==> src/rtl/tbs_delay.sv <==
// Delay line with a valid bit for side data that rides beside a long unit.
// Depends on nothing.
`default_nettype none

module tbs_delay #(
    parameter int WIDTH = 8,
    parameter int DEPTH = 4
) (
    input  wire logic             i_clk,
    input  wire logic             i_rst_n,
    input  wire logic             i_valid,
    input  wire logic [WIDTH-1:0] i_data,
    output logic                  o_valid,
    output logic      [WIDTH-1:0] o_data
);

    logic [DEPTH-1:0] r_valid;
    logic [WIDTH-1:0] r_data [DEPTH];

    always_ff @(posedge i_clk) begin
        if (!i_rst_n) begin
            r_valid <= '0;
        end else begin
            r_valid[0] <= i_valid;
            for (int k = 1; k < DEPTH; k++) begin
                r_valid[k] <= r_valid[k-1];
            end
        end
    end

    always_ff @(posedge i_clk) begin
        r_data[0] <= i_data;
        for (int k = 1; k < DEPTH; k++) begin
            r_data[k] <= r_data[k-1];
        end
    end

    assign o_valid = r_valid[DEPTH-1];
    assign o_data  = r_data[DEPTH-1];

endmodule

`default_nettype wire

==> config.mk <==
export PLATFORM = sky130hd
export DESIGN_NAME = tbs_delay
export DESIGN_NICKNAME = d
export VERILOG_FILES = /design/src/rtl/tbs_delay.sv
export SDC_FILE = /design/constraint.sdc
export NUM_CORES = 1
export LEC_CHECK = 0
export ABC_CLOCK_PERIOD_IN_PS = 800
export BUFFER_PORTS_ARGS = -buffer_cell sky130_fd_sc_hd__clkbuf_2
export CAP_MARGIN = 20
export CELL_PAD_IN_SITES_DETAIL_PLACEMENT = 1
export CELL_PAD_IN_SITES_GLOBAL_PLACEMENT = 1
export CORE_MARGIN = 2
export CORE_UTILIZATION = 38
export CTS_CLUSTER_DIAMETER = 80
export DETAILED_ROUTE_END_ITERATION = 12
export PLACE_DENSITY_LB_ADDON = 0.1
export SYNTH_ARGS = -nofsm -noshare
export SYNTH_HDL_FRONTEND = slang
export SYNTH_SLANG_ARGS = --single-unit
==> constraint.sdc <==
create_clock -name i_clk -period 0.8 [get_ports i_clk]
set_input_delay 0 -clock i_clk [delete_from_list [all_inputs] [get_ports i_clk]]
set_output_delay 0 -clock i_clk [all_outputs]
set_load 0.01 [all_outputs]
# --- Word-level counts from Yosys, hierarchy flattened ---
# Memory sizes are Yosys's and may differ from the RTL's.
# Cells that the tools add are included.
totals:
  n_memories: 1
  romBits: 0
  ramBits: 32
  output_inout_bits: 9
  inputBits: 11
  latchBits: 0
  ff_bits: 4
  elab_cells: 2
op_classes:
  order_cmp: 0
  reduce_logical: 0
  n_shift: 0
  n_eq_ne: 0
  n_mul: 0
  n_bitwise: 0
  addsub: 0
  muxes: 0
  div_mod_pow: 0
memory_table:
  columns: ["name", "words", "word_bits", "read_ports", "rd_ports_with_merged_regs", "write_ports", "line_no", "rtl"]
  rows:
  - ["r_data", 4, 8, 4, 0, 4, "18", "logic [WIDTH-1:0] r_data [DEPTH];"]

# --- Depth between registers and ports, before layout ---
logic_depth:
  depth_word: 0
  depth_mapped: 1
  mapped_depth_nobuf: 1

# --- Worst setup path before layout ---
# No wires, ideal clock.
synth_timing:
  path_kind: "reg2reg"
  from: "register r_valid[0]"
  to: "register r_valid[1]"
  n_path_buf: 0
  required_time_ns: 0.685
  slack_ns: 0.284
  t_arrival_ns: 0.401
  path_stages_with_launch: 2
  synth_period_minus_slack_ns: 0.516
  setup_ns: 0.115
  path_cell_list: "dfxtp_1 -> and2_1"
synth_lines:
  columns: ["element", "line_no", "rtl"]
  rows:
  - ["start, declared", "17", "logic [DEPTH-1:0] r_valid;"]
  - ["start signal, assigned", "24", "r_valid[0] <= i_valid;"]
  - ["start signal, assigned by index", "26", "r_valid[k] <= r_valid[k-1];"]
# No word-level cell between the ends.

==> reports/metrics.yaml <==
status: "complete, no violations"
p_per_area_nw_per_um2: 2940
grtUsageTotal_pct: 9.78
grt_max_degree: 12
p_leak_nw: 0.489
syn_area_sq_um: 746
finClkSkew_ns: 0.00526
grt_pass1_wl_microns: 1480
crit_arrival_ns: 0.76
post_cts_buffers: 0
clockBufferDepth: 2
synth_cell_types: 2
ios: 20
cts.sinks: 36
yosysMostFrequentCell: "dfxtp_1"
syn_nets: 51
gp_congestion: 0.571
drt_iter0_drc: 0
clkTransAtPathRegs_ns: 0.10
crit_required_ns: 0.80
min_from: "i_data[7]"
avgSynthCellArea_sq_um: 18.6
slew_violations: 0
rsz0062_at_grt: "yes"
cp_top_family: "flip-flops"
die-area_sq_um: 2330
final_cells: 104
min-delay-path-class: "input port to register"
end_kind: "output pin"
clkLatencyLatePin_ns: 0.32
pwr-share-clk_pct: 37.0
path_class: "register to output pin"
ys_top_cells_by_area: "dfxtp_1, and2_1"
fin_area_sq_um: 1100
start_util_pct: 39.2
die_w_microns: 48.3
async_flop_share_pct: 0
firstDrtPassIters: 1
synth_cells: 40
drive_above_1_share_pct: 41.6
fmax_mhz: 1320
syn2layout_area_growth_pct: 47.0
layout_setup_ws_ns: 0.0402
final.period_utilization_pct: 95.0
placed_cell_area_sq_um: 875
synth_edf_count: 0
grt_overflow: 0
vias: 372
dieHeight_microns: 48.3
ys.flop_type: "dfxtp_1"
slew_headroom_pct: 93.2
slowest_delay_ns: 0.33
ys_ff_latch: 36
final_net_count: 87
ant_nets: 0
htreeDepth: 2
seqPwrFrac_pct: 59.4
internal_power_mw: 2.63
yosys.area.top_type: "dfxtp_1"
critPathLaunch: "r_data[3][6]"
core_sq_um: 1900
yosys-top-cells-count: "dfxtp_1, and2_1"
wire_per_inst_microns: 9.31
p_sw_share_pct: 18.4
rows: 16
numPortBuffers: 19
p_switching_mw: 0.592
via_per_inst: 3.58
grt_antenna_before_repair: 0
synth_seq_area_share_pct: 96.6
combPwrFrac_pct: 3.6
cts_tree: "built"
critPathMaxFanout: 1
maxCapViolCount: 0
wirelength_microns: 968
crit_path_top_delay_cell: "dfxtp_2"
post-route-drc-count: 0
power_mw: 3.22
cts_root_buf: "clkbuf_4"
yosys_warnings: 0
setup_viol: 0
finalHoldViolCount: 0
n_fill_cell: 184
pre_cts_ws_ns: 0.270
start_kind: "register"
period_minus_slack_ns: 0.760
crit_buf_inv: 1
tightestPinTransition_ns: 0.102
dp_cells: 86
vdd_drop_max_mv: 1.90
synth_top_cell_area_share_pct: 96.6
r2r_start: "r_valid[2]"
finalSetupTns_ns: 0
diodes: 0
grt_pass1_vias: 375
cts-buffers-inserted: 5
cp_cell_sequence: "buf_6"
[registers in the layout (all words and copies together), names as in the netlist]
signal and flops:
r_valid 4, r_data 32
[power groups by stage]
stage,clock [mW],sequential (mW),combinational [mW]
detailed placement,0,1.95,0.0604
floorplan,0,1.95,0.00414
CTS,1.24,1.91,0.0985
global placement,0,1.94,0.0601
global route,1.34,1.92,0.124
finish,1.19,1.91,0.116
[final timing paths]
kind,endpoint,slack [ns],cells after the start
setup / recovery,o_data[6],0.04,1
hold / removal,r_data[0][7],0.31,2
setup reg to reg,r_valid[3],0.26,1
hold reg to reg,r_data[3][6],0.33,0
[per-stage QoR]
stage	hold slack, ns	utilization, %
floorplan	0.0277	-
global placement	0.104	46.0
detailed placement	0.104	46.0
CTS	0.293	55.3
global route	0.280	57.6
finish	0.309	57.6
[what timing repair did]
item,4_1_cts,5_1_grt
endpoints found under the hold margin,12,0
setup endpoints to repair,0,9
gates resized for setup,0,21
hold buffers,10,0
[layout make-up]
| class | instances | area [sq um] | area share (%) |
|---|---|---|---|
| clock inverter | 2 | 35.0 | 3.20 |
| sequential | 36 | 728 | 66.4 |
| clock buffer | 6 | 41.3 | 3.77 |
| tap | 27 | 33.8 | 3.08 |
| multi-input combinational | 4 | 25.0 | 2.28 |
| timing repair buffer | 29 | 233 | 21.2 |
[cell families (layout without fill, tap and decap cells)]
logic type	count (synthesis)	after routing	synth area share, %
buf+inv	0	37	0
flops	36	36	96.6
simple gates	4	4	3.36
[layer usage]
metal	global-route usage, %	part of all wire (%)	vias to the layer above
met5	0	0	-
met1	7.47	37	163
met4	10.0	2.2	0
met2	15.7	55	15
li1	-	-	191
met3	6.48	5.8	3
[cell usage in the layout, fill, tap and decap left out, drive strengths merged]
master | synthesis | layout
dfxtp | 36 | 36
clkbuf | 0 | 16
dlygate4sd3 | 0 | 10
buf | 0 | 9
and2 | 4 | 4
bufinv | 0 | 1
clkinv | 0 | 1
No activity file was read; power rests on OpenSTA's default activity.
